File: src/hw/rtl/iekmd_pkg.sv
// types and constants of the input event key and motion decoder
`default_nettype none

package iekmd_pkg;

   localparam int unsigned KIND_W  = 5;
   localparam int unsigned CODE_W  = 10;
   localparam int unsigned VALUE_W = 32;
   localparam int unsigned ACTION_W = 2;

   // key map rows hold eight keys each
   localparam int unsigned BIT_W    = 3;
   localparam int unsigned ROW_KEYS = 8;

   localparam logic [KIND_W-1:0] EV_SYN = 5'd0;
   localparam logic [KIND_W-1:0] EV_KEY = 5'd1;
   localparam logic [KIND_W-1:0] EV_REL = 5'd2;

   localparam logic [CODE_W-1:0] SYNC_FLUSH = 10'd0;
   localparam logic [CODE_W-1:0] REL_X      = 10'd0;
   localparam logic [CODE_W-1:0] REL_Y      = 10'd1;

   localparam logic RESULT_KEY    = 1'b0;
   localparam logic RESULT_MOTION = 1'b1;

   localparam logic [ACTION_W-1:0] KEY_RELEASE = 2'd0;
   localparam logic [ACTION_W-1:0] KEY_PRESS   = 2'd1;
   localparam logic [ACTION_W-1:0] KEY_REPEAT  = 2'd2;

   typedef struct packed {
      logic                       from_mouse;
      logic [KIND_W-1:0]          event_kind;
      logic [CODE_W-1:0]          event_code;
      logic signed [VALUE_W-1:0]  event_value;
   } req_type;

   typedef struct packed {
      logic                       result_kind;
      logic                       source_is_mouse;
      logic [CODE_W-1:0]          key_number;
      logic [ACTION_W-1:0]        key_action;
      logic signed [VALUE_W-1:0]  motion_x;
      logic signed [VALUE_W-1:0]  motion_y;
   } rsp_type;

endpackage

`default_nettype wire

File: src/hw/rtl/input_event_key_and_motion_decoder.sv
// top level of the input event key and motion decoder
//
//  channel | direction | handshake          | payload
//  req     | in        | req_valid/req_stall | iekmd_pkg::req_type
//  rsp     | out       | rsp_valid/rsp_stall | iekmd_pkg::rsp_type
//
// one transaction per cycle unless a result stalls; results pass stage one and rsp_ff
// the key map row is read at accept and written back at retire, with forwarding
// the held-key map lives in a memory of eight-key rows; per-row valid bits clear on reset
// reset is synchronous and active high; no clearing pass is needed
// a stalled result holds in the output register while the next transaction waits in stage one
`default_nettype none

module input_event_key_and_motion_decoder #(
   parameter int unsigned NUM_KEYS = 768
) (
   input  wire                 clock,
   input  wire                 reset,
   input  wire                 req_valid,
   output logic                req_stall,
   input  iekmd_pkg::req_type  req_payload,
   output logic                rsp_valid,
   input  wire                 rsp_stall,
   output iekmd_pkg::rsp_type  rsp_payload
);
   import iekmd_pkg::*;

   localparam int unsigned ROWS  = (NUM_KEYS + ROW_KEYS - 1) / ROW_KEYS;
   localparam int unsigned ROW_W = (ROWS > 1) ? $clog2(ROWS) : 1;

   function automatic logic signed [VALUE_W-1:0] sat_add(
      input logic signed [VALUE_W-1:0] a,
      input logic signed [VALUE_W-1:0] b
   );
      logic signed [VALUE_W:0] s;
      s = {a[VALUE_W-1], a} + {b[VALUE_W-1], b};
      if (s[VALUE_W] != s[VALUE_W-1]) begin
         sat_add = s[VALUE_W] ? {1'b1, {(VALUE_W-1){1'b0}}} : {1'b0, {(VALUE_W-1){1'b1}}};
      end else begin
         sat_add = s[VALUE_W-1:0];
      end
   endfunction

   logic [ROW_KEYS-1:0] key_mem [ROWS];
   logic [ROW_KEYS-1:0] rd_ff;
   logic [ROWS-1:0]     row_valid_ff, row_valid_in;

   logic                s1_valid_ff, s1_valid_in;
   req_type             s1_ff;

   logic                fwd_valid_ff, fwd_valid_in;
   logic [ROW_W-1:0]    fwd_row_ff;
   logic [ROW_KEYS-1:0] fwd_data_ff;

   logic signed [VALUE_W-1:0] sum_x_ff, sum_x_in, sum_y_ff, sum_y_in;

   logic                rsp_valid_ff, rsp_valid_in;
   rsp_type             rsp_ff, rsp_in;

   logic                accept, retire, out_free, has_result;
   logic                req_in_map, s1_in_map, is_key, is_report, pressed, held;
   logic [ROW_W-1:0]    req_row, s1_row;
   logic [BIT_W-1:0]    s1_bit;
   logic [ROW_KEYS-1:0] eff_row, new_row;
   logic [ACTION_W-1:0] action;
   logic                wr_en;

   assign req_in_map = {1'b0, req_payload.event_code} < (CODE_W + 1)'(NUM_KEYS);
   assign req_row    = req_in_map ? ROW_W'(req_payload.event_code[CODE_W-1:BIT_W]) : '0;

   assign s1_in_map = {1'b0, s1_ff.event_code} < (CODE_W + 1)'(NUM_KEYS);
   assign s1_row    = s1_in_map ? ROW_W'(s1_ff.event_code[CODE_W-1:BIT_W]) : '0;
   assign s1_bit    = s1_ff.event_code[BIT_W-1:0];

   assign is_key    = (s1_ff.event_kind == EV_KEY);
   assign is_report = s1_ff.from_mouse && (s1_ff.event_kind == EV_SYN)
                      && (s1_ff.event_code == SYNC_FLUSH);
   assign has_result = is_key || is_report;

   assign out_free  = !rsp_valid_ff || !rsp_stall;
   assign retire    = s1_valid_ff && (!has_result || out_free);
   assign req_stall = s1_valid_ff && !retire;
   assign accept    = req_valid && !req_stall;

   always_comb begin
      eff_row = row_valid_ff[s1_row] ? rd_ff : '0;
      if (fwd_valid_ff && (fwd_row_ff == s1_row)) begin
         eff_row = fwd_data_ff;
      end
      pressed = (s1_ff.event_value != '0);
      held    = s1_in_map && eff_row[s1_bit];
      new_row = eff_row;
      if (!pressed) begin
         action          = KEY_RELEASE;
         new_row[s1_bit] = 1'b0;
      end else if (held) begin
         action = KEY_REPEAT;
      end else begin
         action          = KEY_PRESS;
         new_row[s1_bit] = 1'b1;
      end
   end

   assign wr_en = retire && is_key && s1_in_map;

   always_comb begin
      s1_valid_in  = accept ? 1'b1 : (retire ? 1'b0 : s1_valid_ff);
      row_valid_in = row_valid_ff;
      fwd_valid_in = fwd_valid_ff;
      if (wr_en) begin
         row_valid_in[s1_row] = 1'b1;
         fwd_valid_in         = 1'b1;
      end

      sum_x_in = sum_x_ff;
      sum_y_in = sum_y_ff;
      if (retire && s1_ff.from_mouse && (s1_ff.event_kind == EV_REL)) begin
         if (s1_ff.event_code == REL_X) begin
            sum_x_in = sat_add(sum_x_ff, s1_ff.event_value);
         end else if (s1_ff.event_code == REL_Y) begin
            sum_y_in = sat_add(sum_y_ff, s1_ff.event_value);
         end
      end else if (retire && is_report) begin
         sum_x_in = '0;
         sum_y_in = '0;
      end

      rsp_in = rsp_ff;
      rsp_valid_in = rsp_valid_ff && rsp_stall;
      if (retire && has_result) begin
         rsp_valid_in = 1'b1;
         if (is_key) begin
            rsp_in.result_kind     = RESULT_KEY;
            rsp_in.source_is_mouse = s1_ff.from_mouse;
            rsp_in.key_number      = s1_ff.event_code;
            rsp_in.key_action      = action;
            rsp_in.motion_x        = '0;
            rsp_in.motion_y        = '0;
         end else begin
            rsp_in.result_kind     = RESULT_MOTION;
            rsp_in.source_is_mouse = 1'b1;
            rsp_in.key_number      = '0;
            rsp_in.key_action      = KEY_RELEASE;
            rsp_in.motion_x        = sum_x_ff;
            rsp_in.motion_y        = sum_y_ff;
         end
      end
   end

   // key map memory
   always_ff @(posedge clock) begin
      if (wr_en) begin
         key_mem[s1_row] <= new_row;
      end
      if (accept) begin
         rd_ff <= key_mem[req_row];
      end
   end

   always_ff @(posedge clock) begin
      if (accept) begin
         s1_ff <= req_payload;
      end
      if (wr_en) begin
         fwd_row_ff  <= s1_row;
         fwd_data_ff <= new_row;
      end
      rsp_ff <= rsp_in;
   end

   always_ff @(posedge clock) begin
      if (reset) begin
         s1_valid_ff  <= 1'b0;
         row_valid_ff <= '0;
         fwd_valid_ff <= 1'b0;
         sum_x_ff     <= '0;
         sum_y_ff     <= '0;
         rsp_valid_ff <= 1'b0;
      end else begin
         s1_valid_ff  <= s1_valid_in;
         row_valid_ff <= row_valid_in;
         fwd_valid_ff <= fwd_valid_in;
         sum_x_ff     <= sum_x_in;
         sum_y_ff     <= sum_y_in;
         rsp_valid_ff <= rsp_valid_in;
      end
   end

   assign rsp_valid   = rsp_valid_ff;
   assign rsp_payload = rsp_ff;

   a_stall_needs_stage : assert property (@(posedge clock) disable iff (reset)
      req_stall |-> (s1_valid_ff && has_result && rsp_valid_ff))
      else $error("input stalled without a blocked result");

   a_accept_fills_stage : assert property (@(posedge clock) disable iff (reset)
      accept |=> s1_valid_ff)
      else $error("accepted transaction did not reach stage one");

   a_motion_clean : assert property (@(posedge clock) disable iff (reset)
      (rsp_valid_ff && (rsp_ff.result_kind == RESULT_MOTION))
      |-> (rsp_ff.key_number == '0 && rsp_ff.source_is_mouse))
      else $error("motion packet carries key fields");

   a_action_code : assert property (@(posedge clock) disable iff (reset)
      rsp_valid_ff |-> (rsp_ff.key_action != 2'd3))
      else $error("undefined key action");

   a_report_clears : assert property (@(posedge clock) disable iff (reset)
      (retire && is_report) |=> (sum_x_ff == '0 && sum_y_ff == '0))
      else $error("motion sums not cleared after report");

endmodule

`default_nettype wire

File: config.mk
export PLATFORM = sky130hd
export DESIGN_NAME = input_event_key_and_motion_decoder
export DESIGN_NICKNAME = d
export VERILOG_FILES = /design/src/hw/rtl/iekmd_pkg.sv /design/src/hw/rtl/input_event_key_and_motion_decoder.sv
export SDC_FILE = /design/constraint.sdc
export NUM_CORES = 2
export LEC_CHECK = 0
export BUFFER_PORTS_ARGS = -buffer_cell sky130_fd_sc_hd__buf_2
export CAP_MARGIN = 20
export CORE_AREA = 2 2 338 340
export DETAILED_ROUTE_END_ITERATION = 8
export DIE_AREA = 0 0 340 342
export HOLD_SLACK_MARGIN = 0.08
export PLACE_DENSITY_LB_ADDON = 0.2
export REMOVE_ABC_BUFFERS = 1
export SLEW_MARGIN = 20
export SYNTH_ARGS = -nofsm -noshare
export SYNTH_HDL_FRONTEND = slang
export SYNTH_SLANG_ARGS = --single-unit
File: constraint.sdc
create_clock -name clock -period 8.36 [get_ports clock]
set_input_delay 1.254 -clock clock [delete_from_list [all_inputs] [get_ports clock]]
set_output_delay 1.254 -clock clock [all_outputs]
set_load 0.02 [all_outputs]
==> summary.md <==
| Metric | Value |
|---|---|
| Status | completed |
| Initial antenna violation count | 7 |
| I/O pin count | 132 |
| Post-place setup slack | 2.653 ns |
| Mean cell area of the mapped netlist | 14.67 sq um |
| Final Slew Violations | 0 |
| Worst hold start | sum_x_ff[7] |
| Post-CTS Repair Setup Buffers | 0 |
| Final WL | 118,900 um |
| Ys flop type | edfxtp_1 |
| Simple-Gate Fraction of Synth Area | 8.571% |
| Arrival time at the worst endpoint | 5.79 ns |
| DR iter-0 viols | around 2,300 |
| Library cells used by synthesis | 92 |
| Clock sinks | between 1,000 and 1,500 |
| Max Cap Viol | 0 |
| Cell with the most instances after synthesis | edfxtp_1 |
| Clock Skew | 0.03722 ns |
| CTS tree | yes |
| Met2 global-route usage | roughly 34% |
| Largest delay contributor family on the critical path | compound AO/OA/AOI/OAI gates |
| H-tree depth | 3 |
| Setup WS post-layout | 3.009 ns |
| Worst Max-Slew Pin Slew | 1.167 ns |
| Yosys top cell area share | 61.48% |
| Minimum clock period | 5.351 ns |
| Period utilisation layout | 64.01% |
| Hold Slack | 0.4662 ns |
| RSZ-0062 raised after global routing | false |
| Multiplexer share of the synthesized area | 7.780% |
| Placer Congestion | 0.8785 |
| Critical Path Slowest Stage Cell | or4b_1 |
| First-pass GRT wire length | 176,800 um |
| #FFs+latches synth | 1,080 |
| Pre-antenna DRT Iters | 5 |
| Synth area leaders | edfxtp_1 61%, dfxtp_1 7.3%, mux4_2 6.9%, nor2_1 3.3%, o221ai_1 2.7% |
| Vias in the first global route | around 27,000 |
| Area after DPL | 0.04731 sq mm |
| Synth Instances | roughly 3,100 |
| Root Buffer Master | clkbuf_16 |
| Antenna viol nets, final | 0 |
| Synth Area in XOR/XNOR | 1.056% |
| Nets | 3,310 |
| Die Ht | around 340 um |
| Via count | between 20,000 and 30,000 |
| Maximum clock frequency | 186.9 MHz |
| Row count | roughly 120 |
| Final setup violation count | 0 |
| GRT Total Usage | 20.21% |
| Final cell area excluding filler cells | 0.05110 sq mm |
| Total negative slack | 0 ns |
| Hold depth | 2 |
| Routed length per instance | 24.81 um |
| Slew headroom | roughly 22% |
| Critical Path Sink Type | flip-flop |
| Total gr overflow | 0 |
| CP required | 8.80 ns |
| Kind of critical path | flip-flop to flip-flop |
| DP HPWL | between 70,000 and 80,000 um |
| Area grow syn2layout | 14.09% |
| Main combinational cell family by area after synthesis | compound AO/OA/AOI/OAI gates |
| GR peak layer | met2 |
| Final Core Density | 45.18% |
| Final non-filler cell total | 4,793 |
| Commonest cells in the netlist | 917 x edfxtp_1, 389 x nor2_1, 172 x nand2_1, 163 x dfxtp_1 |
| Hold-fix buffers, CTS | 0 |
| Type of the worst min-delay path | flip-flop to flip-flop |
| DP Cell Count | 4,580 |
| Yosys warning count | 0 |
| CTS buffer count | 111 |
| Design Power | 11.73 mW |
| Die area | 0.1163 sq mm |
| Post-synthesis compound-gate area fraction | 9.895% |
| Port Buffers | 131 |
| Final Hold Viols | 0 |
| Crit path launch | s1_ff[40] |
| Share of cells above drive strength 1 | between 10% and 20% |
| Post-synthesis adder-cell area fraction | approximately 2% |
| Crit path cell chain | ha_1 > or4b_1 > a2bb2oi_1 > o211ai_1 > a221oi_1 > a32oi_1 > o22ai_2 > and2_1 > a22oi_1 > mux2i_4 > buf_4 |
| CP Depth | 11 |
| Post-cts sizing count | 0 |
| Clk Latency, worst-skew pair | 0.72 ns |
| Vias per cell | 5.693 |
| Async SR Flop Fraction | 0% |
| Number of remaining DRC errors | 0 |
| Largest net degree at the start of global routing | between 100 and 150 |
| Initial Util | 39.60% |
| Die Wd | around 340 um |
| Placeable core area | 0.1131 sq mm |
| Worst Setup Start Kind | flip-flop |
| Max VDD drop | 182.7 uV |
| FF-to-FF Start | s1_ff[40] |
| Worst-path fanout max | 49 |
| Post-synth EDFFs | between 900 and 1,000 |
| R2R depth | 11 |
| Clock slew at reported path FFs | 0.06 ns |
| Worst path bufs/invs | 1 |
| Biggest cell delay along the critical path | 0.95 ns |
| GR Layer Usage met3 | 2.891% |
| Pwr Density | 229.6 mW/mm^2 |
| Leading area contributor after synthesis | edfxtp_1 |
| Max clock buf depth | 3 |
| Seq/Total Area, Yosys | a little under 70% |
| P_leak | 17.26 nW |
| Post-Syn Area | between 0.04 and 0.05 sq mm |
| Met1 Usage GRT | 27.24% |
==> logic make-up after synthesis <==
| family | Yosys count |
|---|---|
| flip-flops | 1080 |
| adder cells (fa/ha/maj) | 72 |
| AND/OR/NAND/NOR | 834 |
| multiplexers | 176 |
| XOR/XNOR | 54 |
| buffers and inverters | 201 |
| AO/OA/AOI/OAI | 636 |
==> placed cells by master (no fill, tap or decap), types with 68 or more instances in the layout <==
cell	n
edfxtp_1	917
nor2_1	365
nand2_1	169
dfxtp_1	163
o221ai_1	137
mux4_2	137
buf_2	129
o21ai_0	126
clkbuf_16	112
and2_1	81
a21oi_1	73
ha_1	70
o22ai_1	68
==> worst paths after layout <==
check,endpoint,slack [ns]
min,sum_x_ff[7],0.47
max reg2reg,key_mem[46][6],3.01
min reg2reg,sum_x_ff[7],0.47
max,key_mem[46][6],3.01
==> tightest hold or removal path, cell delays in order, from the launching register on <==
cell and delay (ns):
dfxtp_1 0.32, nand2_1 0.05, o21ai_1 0.05
==> layout make-up <==
class / instances / area, sq um
Fill cell: 9850 / 62010
Sequential cell: 1080 / 30800
Multi-Input combinational cell: 1772 / 13380
Clock buffer: 140 / 2918
Tap cell: 1512 / 1892
Timing Repair Buffer: 194 / 1254
Clock inverter: 66 / 744.5
Inverter: 27 / 101.3
Antenna cell: 2 / 5.005
==> per-layer routing <==
layer	vias to the layer above	part of all wire [%]
li1	12190	-
met1	13980	43
met4	4	2.4
met2	926	49
met3	182	5.7
met5	-	0.013
==> state kept, by name, indices dropped and copies added (netlist names), 3 cells and up <==
register      cells
s1_bit            3
fwd_row_ff        7
rd_ff             8
key_mem         768
fwd_data_ff       8
sum_y_ff         32
s1_ff            45
rsp_payload      78
row_valid_ff     96
sum_x_ff         32
==> report_power, final <==
group / switching (mW) / internal (mW) / total (mW) / leakage [nW]
Sequential: 0.0257 / 5.96 / 5.99 / 9.68
Clock: 2.09 / 2.88 / 4.97 / 1.78
Combinational: 0.529 / 0.247 / 0.776 / 5.80
Total: 2.65 / 9.09 / 11.7 / 17.3
(Power assumes the default switching activity.)
